<file path="src/rtl/core/tiva_pkg.sv">
// ----------------------------------------------------------------------------
// tiva_pkg
// Shared constants and types of the track identity vote accumulator.
// ----------------------------------------------------------------------------
package tiva_pkg;

	localparam int TRACK_SLOTS = 16;
	localparam int IDENTITIES  = 20;
	localparam int CANDIDATES  = 3;

	localparam int SLOT_W     = $clog2(TRACK_SLOTS);
	localparam int ID_W       = 5;
	localparam int CONF_W     = 7;
	localparam int TAG_W      = 64;
	localparam int SCORE_W    = 24;
	localparam int FRAME_W    = 16;
	localparam int THR_W      = 20;
	localparam int WIN_W      = 10;
	localparam int VOTE_DEPTH = TRACK_SLOTS * IDENTITIES;
	localparam int VADDR_W    = $clog2(VOTE_DEPTH);
	localparam int ICNT_W     = $clog2(IDENTITIES + 1);
	localparam int KCNT_W     = $clog2(CANDIDATES + 1);

	localparam logic [SCORE_W-1:0] SCORE_MAX = {SCORE_W{1'b1}};
	localparam logic [FRAME_W-1:0] FRAME_MAX = {FRAME_W{1'b1}};

	localparam logic [1:0] ST_UNDET   = 2'd0;
	localparam logic [1:0] ST_UNKNOWN = 2'd1;
	localparam logic [1:0] ST_KNOWN   = 2'd2;
	localparam logic [1:0] ST_FULL    = 2'd3;

	localparam logic [7:0] REG_THRESHOLD = 8'd0;
	localparam logic [7:0] REG_WINDOW    = 8'd1;

	typedef struct packed {
		logic                                table_full;
		logic                                fresh;
		logic [SLOT_W-1:0]                   slot;
		logic [KCNT_W-1:0]                   faces;
		logic [CANDIDATES-1:0][ID_W-1:0]     ids;
		logic [CANDIDATES-1:0][CONF_W-1:0]   confs;
	} cmd_t;

endpackage

</file>
<file path="src/rtl/core/tiva_fifo.sv">
// ----------------------------------------------------------------------------
// tiva_fifo
// Two-entry command queue between lookup and histogram update.
// ----------------------------------------------------------------------------
module tiva_fifo (
	input  logic           clk,
	input  logic           arst_n,
	input  logic           push,
	input  tiva_pkg::cmd_t wdata,
	input  logic           pop,
	output tiva_pkg::cmd_t rdata,
	output logic           empty,
	output logic           full
);
	import tiva_pkg::*;

	cmd_t       mem_q [2];
	logic       wp_q;
	logic       rp_q;
	logic [1:0] cnt_q;

	assign empty = (cnt_q == 2'd0);
	assign full  = (cnt_q == 2'd2);
	assign rdata = mem_q[rp_q];

	always_ff @(posedge clk or negedge arst_n) begin
		if (!arst_n) begin
			wp_q  <= 1'b0;
			rp_q  <= 1'b0;
			cnt_q <= 2'd0;
		end else begin
			if (push)
				wp_q <= !wp_q;
			if (pop)
				rp_q <= !rp_q;
			cnt_q <= cnt_q + {1'b0, push} - {1'b0, pop};
		end
	end

	always_ff @(posedge clk) begin
		if (push)
			mem_q[wp_q] <= wdata;
	end

	a_no_overflow: assert property (@(posedge clk) disable iff (!arst_n) full |-> !push)
		else $error("Command queue overflow.");
	a_no_underflow: assert property (@(posedge clk) disable iff (!arst_n) empty |-> !pop)
		else $error("Command queue underflow.");

endmodule

</file>
<file path="config.mk">
export PLATFORM = sky130hd
export DESIGN_NAME = tiva_fifo
export DESIGN_NICKNAME = d
export VERILOG_FILES = /design/src/rtl/core/tiva_pkg.sv /design/src/rtl/core/tiva_fifo.sv
export SDC_FILE = /design/constraint.sdc
export NUM_CORES = 1
export LEC_CHECK = 0
export BUFFER_PORTS_ARGS = -buffer_cell sky130_fd_sc_hd__buf_2
export CAP_MARGIN = 10
export CORE_UTILIZATION = 44
export DETAILED_ROUTE_END_ITERATION = 8
export GPL_ROUTABILITY_DRIVEN = 0
export HOLD_SLACK_MARGIN = 0.03
export PLACE_DENSITY = 0.7
export SYNTH_ARGS = -nofsm -noshare
export SYNTH_HDL_FRONTEND = slang
export SYNTH_SLANG_ARGS = --single-unit
</file>
<file path="constraint.sdc">
create_clock -name clk -period 3.65 [get_ports clk]
set_input_delay 0.5475 -clock clk [delete_from_list [all_inputs] [get_ports clk]]
set_output_delay 0.5475 -clock clk [all_outputs]
set_load 0.005 [all_outputs]
</file>
* Word level (Yosys, flattened, before mapping) *
Memories as Yosys holds them, arrays and structs flattened.
Cells that the tools add are included.

storage, ports and cells
  word-level logic and storage cells = 12
  memories = 1
  bits in registers = 4
  bits in writable memories = 88
  output and inout bits = 46

memory list
  name   words  width  read ports  clocked after Yosys merged registers in  wr ports  line             source
  mem_q  2      44     1           0                                        1         tiva_fifo.sv:17  cmd_t mem_q [2];

cells by class
  eq/ne operators = 1
  reductions and logical operators = 3
  mux-type cells = 2
  add/subtract/negate cells = 2

operators by type and width
  kind                number
  $add 2x1->2         1
  $eq 2x2->1 const B  1
  $logic_not 1->1     2
  $logic_not 2->1     1
  $mux 1              2
  $sub 2x1->2         1

* Longest topological paths before layout *
Gate-level depths: netlist of run 1.

  depth after elaboration = 2
  mapped depth = 5
  mapped depth without buffers = 5

* Worst setup path after synthesis of run 1 *
No wires, ideal clock.

  kind = input -> register
  start = input push
  end = memory mem_q[0][0] (netlist name), enable pin
  setup slack = 692 ps
  buffers on the path = 0
  stages on the path = 1
  arrival = 2508 ps
  library setup time = 451 ps
  cells stage by stage = nor2b_1

on the way
  cells in the longest elaborated chain, start to end = 2

ends and longest elaborated chain
  item                          line             source
  from (decl)                   tiva_fifo.sv:8   input logic push,
  $mux 1                        tiva_fifo.sv:41  if (push)
  $mux 1 (not written as such)  tiva_fifo.sv:42  mem_q[wp_q] <= wdata;
  to (decl)                     tiva_fifo.sv:17

Every way passes these cells.

==> results of run 1 <==
## flip-flops by register name, summed over array words and instances (netlist names)
signal and cells:
rp_q 1, cnt_q 2, wp_q 1, mem_q 88
## cells in the mapped netlist
cell | count | area [sq um]
buf_6 | 1 | 11.26
mux2_4 | 39 | 585.6
nor2b_1 | 2 | 12.51
and2_1 | 1 | 6.260
dfrtp_1 | 4 | 100.1
edfxtp_1 | 88 | 2643
nor2_1 | 1 | 3.750
mux2_2 | 5 | 56.30
inv_1 | 2 | 7.510
xor2_1 | 2 | 17.52
buf_12 | 4 | 80.08
xor3_1 | 1 | 23.77
ha_1 | 2 | 25.02
## where the power goes
group	switching (mW)	total (mW)	internal, mW
Clock	0.327	0.711	0.385
Combinational	0.371	0.919	0.548
Sequential	0.114	1.52	1.41
Total	0.812	3.15	2.34
## path summary, 6_finish.rpt
| path | startpoint | endpoint |
|---|---|---|
| max in group asynchronous | arst_n | rp_q |
| hold / removal | wdata[32] | mem_q[0][32] |
| hold reg to reg | wp_q | wp_q |
| setup / recovery | rp_q | rdata[2] |
| min in group asynchronous | arst_n | cnt_q[0] |
| setup reg to reg | wp_q | mem_q[1][40] |
## metal layers
layer,share of wire (%),vias up,wire length (um)
met3,6.6,8,369
met4,0.88,2,49
met5,0.18,-,10
li1,-,800,-
met2,50,63,2765
met1,43,822,2383
## cell type report
class                      count  area [sq um]
fill                         646          3478
sequential                    92          2744
tap                          102         127.6
inverter                       2         7.507
timing repair buffer          98         505.5
clock buffer                  11         131.4
clock inverter                 4         73.82
multi-input combinational     53         739.5
## stage by stage
step	area, sq um	setup WS [ns]
2_1_floorplan	3572	0.6915
3_3_place_gp	4114	1.453
3_5_place_dp	4114	1.435
4_1_cts	4329	1.057
5_1_grt	4329	0.9889
6_report	4329	1.135
## cells by family (layout without fill, tap and decap cells)
group | Yosys count | in the layout | share of synthesized area, %
xor+xnor | 3 | 3 | 1.156
fa+ha+maj | 2 | 2 | 0.7004
buf+inv | 7 | 115 | 2.767
flops | 92 | 92 | 76.78
mux | 44 | 44 | 17.97
simple gates | 4 | 4 | 0.6304
==> impl_metrics.py, run 1 <==
metrics = {
    "clock_network": {
        "cts_tree": "done",
        "cts_hold_buf": 1,
        "cts.clk_slew.worst_paths_ns": 0.09,
        "cts_resized": 0,
        "cts_buffer_depth": 2,
        "cts_made_buffers": 9,
        "htreeDepth": 3,
        "root_buffer": "clkbuf_8",
        "cts.sinks": 92,
        "clock_latency_ns": 0.33,
        "postCtsSetupBuffers": 0,
    },
    "synth": {
        "syn_area_sq_um": 3572,
        "yosys_warnings": 0,
        "ys_seq_area_share_pct": 76.78,
        "postSynthCellCount": 152,
        "avgSynthCellArea_sq_um": 23.50,
        "yosysUniqueCellTypes": 13,
        "syn-num-nets": 202,
        "synth-seq-cells": 92,
    },
    "sta": {
        "tightest_slew_ns": 1.099,
        "hold_slack_ns": 0.3961,
        "max_freq_mhz": 397.6,
        "period_share_pct": 68.91,
        "finalMaxSlewViolations": 0,
        "maxSlewHeadroom_pct": 26.72,
        "post-route-min-period_ns": 2.515,
        "clock_skew_ns": 0.004263,
        "setup_tns_ns": 0,
        "setup_viol": 0,
        "rsz0062_at_grt": "false",
        "hold_viol_final": 0,
    },
    "grt": {
        "grt_max_degree": 45,
        "antenna_found_initial": 1,
        "use_met3_pct": 5.804,
        "grt_pass1_vias": 1763,
        "track_usage_pct": 14.07,
        "use_met2_pct": 22.51,
        "grt.overflow.total": 0,
        "grt_pass1_wl_um": 8790,
        "grt_util_met1_pct": 17.49,
        "busiest_layer": "met2",
    },
    "power": {
        "leakagePower_nw": 1.771,
        "vdd_drop_max_uv": 417.2,
        "fin_total_pwr_mw": 3.150,
        "power_density_nw_per_um2": 727.6,
    },
    "floorplanning": {
        "coreArea_sq_um": 7807,
        "die-area_sq_um": 8483,
        "num_rows": 32,
        "die_y_um": 92.11,
        "start_util_pct": 45.75,
        "dieWidth_um": 92.11,
        "io_pins": 94,
    },
    "setup_path": {
        "critical_path_class": "register to output pin",
        "path_depth": 3,
        "path_cells": "buf_4, mux2_2, buf_2",
        "cp_num_buf_inv": 2,
        "crit_fanout": 21,
        "r2r_setup_slack_ns": 1.90,
        "cpPeakStageDelay_ns": 0.76,
        "start_kind": "register",
        "critical-path-top-delay-family": "flip-flops",
        "worstPathArrival_ns": 1.97,
        "r2r_cells": 1,
        "cp_slowest_cell": "dfrtp_2",
        "critPathCaptureType": "output pin",
        "worstPathRequired_ns": 3.10,
    },
    "drt": {
        "wl_um": 5578,
        "drt-pass1-iter-count": 4,
        "vias": 1695,
        "ant_nets": 0,
        "wl_per_cell_um": 15.41,
        "drc": 0,
        "viasPerCell": 4.682,
        "drt_iter0_markers": 78,
    },
    "cells_and_area": {
        "final_nets": 306,
        "final_cell_mix": "93 x buf_2, 88 x edfxtp_1, 39 x mux2_4, 9 x clkbuf_8, 5 x mux2_2",
        "drive_gt1_share_pct": 60.38,
        "diodes": 0,
        "final_common_cell": "buf_2",
        "area_growth_pct": 21.19,
        "fin_util_pct": 55.45,
        "final_cells": 362,
    },
    "job": {
        "maxCapViolCount": 0,
    },
    "min_path": {
        "holdCritPathClass": "input port to register",
        "hold_depth": 1,
    },
    "place": {
        "dp_hpwl_um": 3684,
        "place_inst": 346,
        "port_buffers": 93,
    },
    "run_status": {
        "status": "completed",
    },
}
Note: power is estimated with default switching activity, not from simulation.
==> run 2, diff against run 1 <==
--- a/config.mk
+++ b/config.mk
@@ -11,7 +11,7 @@
 export DETAILED_ROUTE_END_ITERATION = 8
 export GPL_ROUTABILITY_DRIVEN = 0
 export HOLD_SLACK_MARGIN = 0.03
-export PLACE_DENSITY = 0.7
+export PLACE_DENSITY = 0.73
 export SYNTH_ARGS = -nofsm -noshare
 export SYNTH_HDL_FRONTEND = slang
 export SYNTH_SLANG_ARGS = --single-unit
==> constraint.sdc (replaced) <==
create_clock -name clk -period 2.1 [get_ports clk]
set_input_delay 0.315 -clock clk [delete_from_list [all_inputs] [get_ports clk]]
set_output_delay 0.315 -clock clk [all_outputs]
set_load 0.005 [all_outputs]
==> run 2 against run 1 <==
Effect of this change:
- worst setup slack lost 1.0 ns
- non-clock buffer count rose by 4
- die area is the same
- hold slack worse by 0.25 ns
- sequential share of layout area shrank 1.1 points
- clock skew rose by 0.0071 ns
- final cell count increased by 1.4%
- critical path depth stayed put
- sequential power increased by 73%
- global-route usage increased by 0.14 points
- first-iteration DRC count is 32% lower
- largest cell class unchanged
==> impl_metrics.py, run 2 (synthesis results as in run 1) <==
metrics = {
    "run_status": {
        "status": "completed",
    },
    "place": {
        "port_buffers": 93,
        "pre_cts_ws_ns": 0.3793,
    },
    "setup_path": {
        "crit_end": "rdata[24]",
        "r2r_setup_slack_ns": 0.70,
        "r2r_cells": 5,
        "cp_slowest_cell": "dfrtp_4",
        "cpPeakStageDelay_ns": 0.63,
        "crit_start": "rp_q",
        "path_cells": "buf_12, mux2_4, buf_2",
        "worstPathRequired_ns": 1.78,
        "r2r_start": "cnt_q[0]",
        "crit_fanout": 18,
        "path_depth": 3,
        "worstPathArrival_ns": 1.65,
        "r2r_end": "cnt_q[1]",
        "cp_num_buf_inv": 2,
        "start_kind": "register",
        "critPathCaptureType": "output pin",
        "critical_path_class": "register to output pin",
        "critical-path-top-delay-family": "flip-flops",
    },
    "clock_network": {
        "cts_made_buffers": 9,
        "cts_tree": "done",
        "cts.sinks": 92,
        "postCtsSetupBuffers": 0,
        "root_buffer": "clkbuf_8",
        "cts.clk_slew.worst_paths_ns": 0.09,
        "cts_buffer_depth": 2,
        "htreeDepth": 3,
        "clock_latency_ns": 0.35,
    },
    "cells_and_area": {
        "top_register": "mem_q",
        "final_nets": 310,
        "final_cell_mix": "93 x buf_2, 88 x edfxtp_1, 39 x mux2_4, 9 x clkbuf_8, 7 x buf_4",
        "area_growth_pct": 23.36,
        "top_regs": "mem_q x88, cnt_q x2",
        "drive_gt1_share_pct": 61.89,
        "final_common_cell": "buf_2",
        "diodes": 0,
        "fin_util_pct": 56.44,
        "num-fill-cells": 630,
        "largest_register_ffs": 88,
    },
    "sta": {
        "maxSlewHeadroom_pct": 76.12,
        "hold_slack_ns": 0.1479,
        "finalMaxSlewViolations": 0,
        "setup_tns_ns": 0,
        "post-route-min-period_ns": 1.966,
        "setup_viol": 0,
        "fin_ws_ns": 0.1344,
        "max_freq_mhz": 508.7,
        "rsz0062_at_grt": "false",
        "clock_skew_ns": 0.01135,
        "period_share_pct": 93.60,
        "hold_viol_final": 0,
        "tightest_slew_ns": 0.3582,
    },
    "power": {
        "leakagePower_nw": 1.816,
        "power_density_nw_per_um2": 1292,
        "vdd_drop_max_uv": 675.5,
    },
    "floorplanning": {
        "dieWidth_um": 92.11,
        "die_y_um": 92.11,
        "start_util_pct": 45.75,
        "coreArea_sq_um": 7807,
        "io_pins": 94,
        "die-area_sq_um": 8483,
        "num_rows": 32,
    },
    "grt": {
        "track_usage_pct": 14.22,
        "grt_max_degree": 27,
        "grt_pass1_vias": 1800,
        "antenna_found_initial": 0,
        "grt.overflow.total": 0,
        "grt_pass1_wl_um": 8728,
    },
    "drt": {
        "viasPerCell": 4.678,
        "drt-pass1-iter-count": 4,
        "wl_per_cell_um": 15.17,
        "vias": 1717,
        "ant_nets": 0,
        "drt_iter0_markers": 53,
        "wl_um": 5566,
        "drc": 0,
    },
    "min_path": {
        "holdCritPathClass": "input port to register",
    },
    "job": {
        "maxCapViolCount": 0,
    },
}
-- run 2: cell types whose count changed in the layout (fill, tap and decap cells not counted) --
cell       change
dfrtp_4        +1
clkbuf_1       -2
clkinv_2       +2
buf_12         +1
bufinv_16      +1
dfrtp_2        -1
buf_4          +3
-- run 2: repair_timing --
| action | CTS | global route |
|---|---|---|
| hold buffers | 1 | 0 |
| gates resized for setup | 1 | 0 |
| setup endpoints to repair | 11 | 0 |
| hold endpoints to repair | 4 | 0 |
-- run 2: worst min-delay path by stage --
stage / start / endpoint / slack (ns) / cells after the start
after floorplan: arst_n / cnt_q[0] / 0.02 / 0
after global placement: arst_n / cnt_q[1] / 0.12 / 1
after detailed placement: arst_n / cnt_q[1] / 0.13 / 1
after CTS: wdata[41] / mem_q[1][41] / 0.13 / 1
after global routing: wdata[41] / mem_q[0][41] / 0.13 / 1
final: wdata[41] / mem_q[1][41] / 0.15 / 1
-- run 2: final cells by class --
| type | count | area (sq um) | share of cell area (%) |
|---|---|---|---|
| Timing Repair Buffer | 102 | 548.0 | 12.44 |
| Inverter | 2 | 7.507 | 0.1704 |
| Clock buffer | 9 | 123.9 | 2.811 |
| Multi-Input combinational cell | 53 | 739.5 | 16.78 |
| Tap cell | 102 | 127.6 | 2.896 |
| Clock inverter | 7 | 113.9 | 2.584 |
| Sequential cell | 92 | 2746 | 62.32 |
-- run 2: worst register-to-register path, cell delays in order, from the launching register on --
cell and delay, ns:
dfrtp_1 0.38, inv_1 0.06, ha_1 0.27, inv_1 0.06, ha_1 0.13, xor3_1 0.39
-- run 2: stage by stage --
stage	instances	total power, mW	cell area [sq um]
CTS	367	5.776	4407
floorplan	152	3.865	3575
global route	367	5.989	4407
detailed placement	350	4.395	4156
finish	367	5.693	4407
global placement	350	4.353	4156
-- run 2: power breakdown --
| group | switching (mW) | total, mW | leakage [nW] | internal (mW) |
|---|---|---|---|---|
| clock | 0.582 | 1.37 | 0.123 | 0.788 |
| sequential | 0.189 | 2.63 | 0.872 | 2.44 |
| combinational | 0.679 | 1.69 | 0.821 | 1.01 |
-- run 2: routing by layer --
layer	vias to the layer above	global-route usage, %	part of all wire [%]
met5	-	0	0
met2	68	23.38	49
li1	805	-	-
met4	0	7.031	1.8
met3	10	4.892	7.1
met1	834	16.59	42
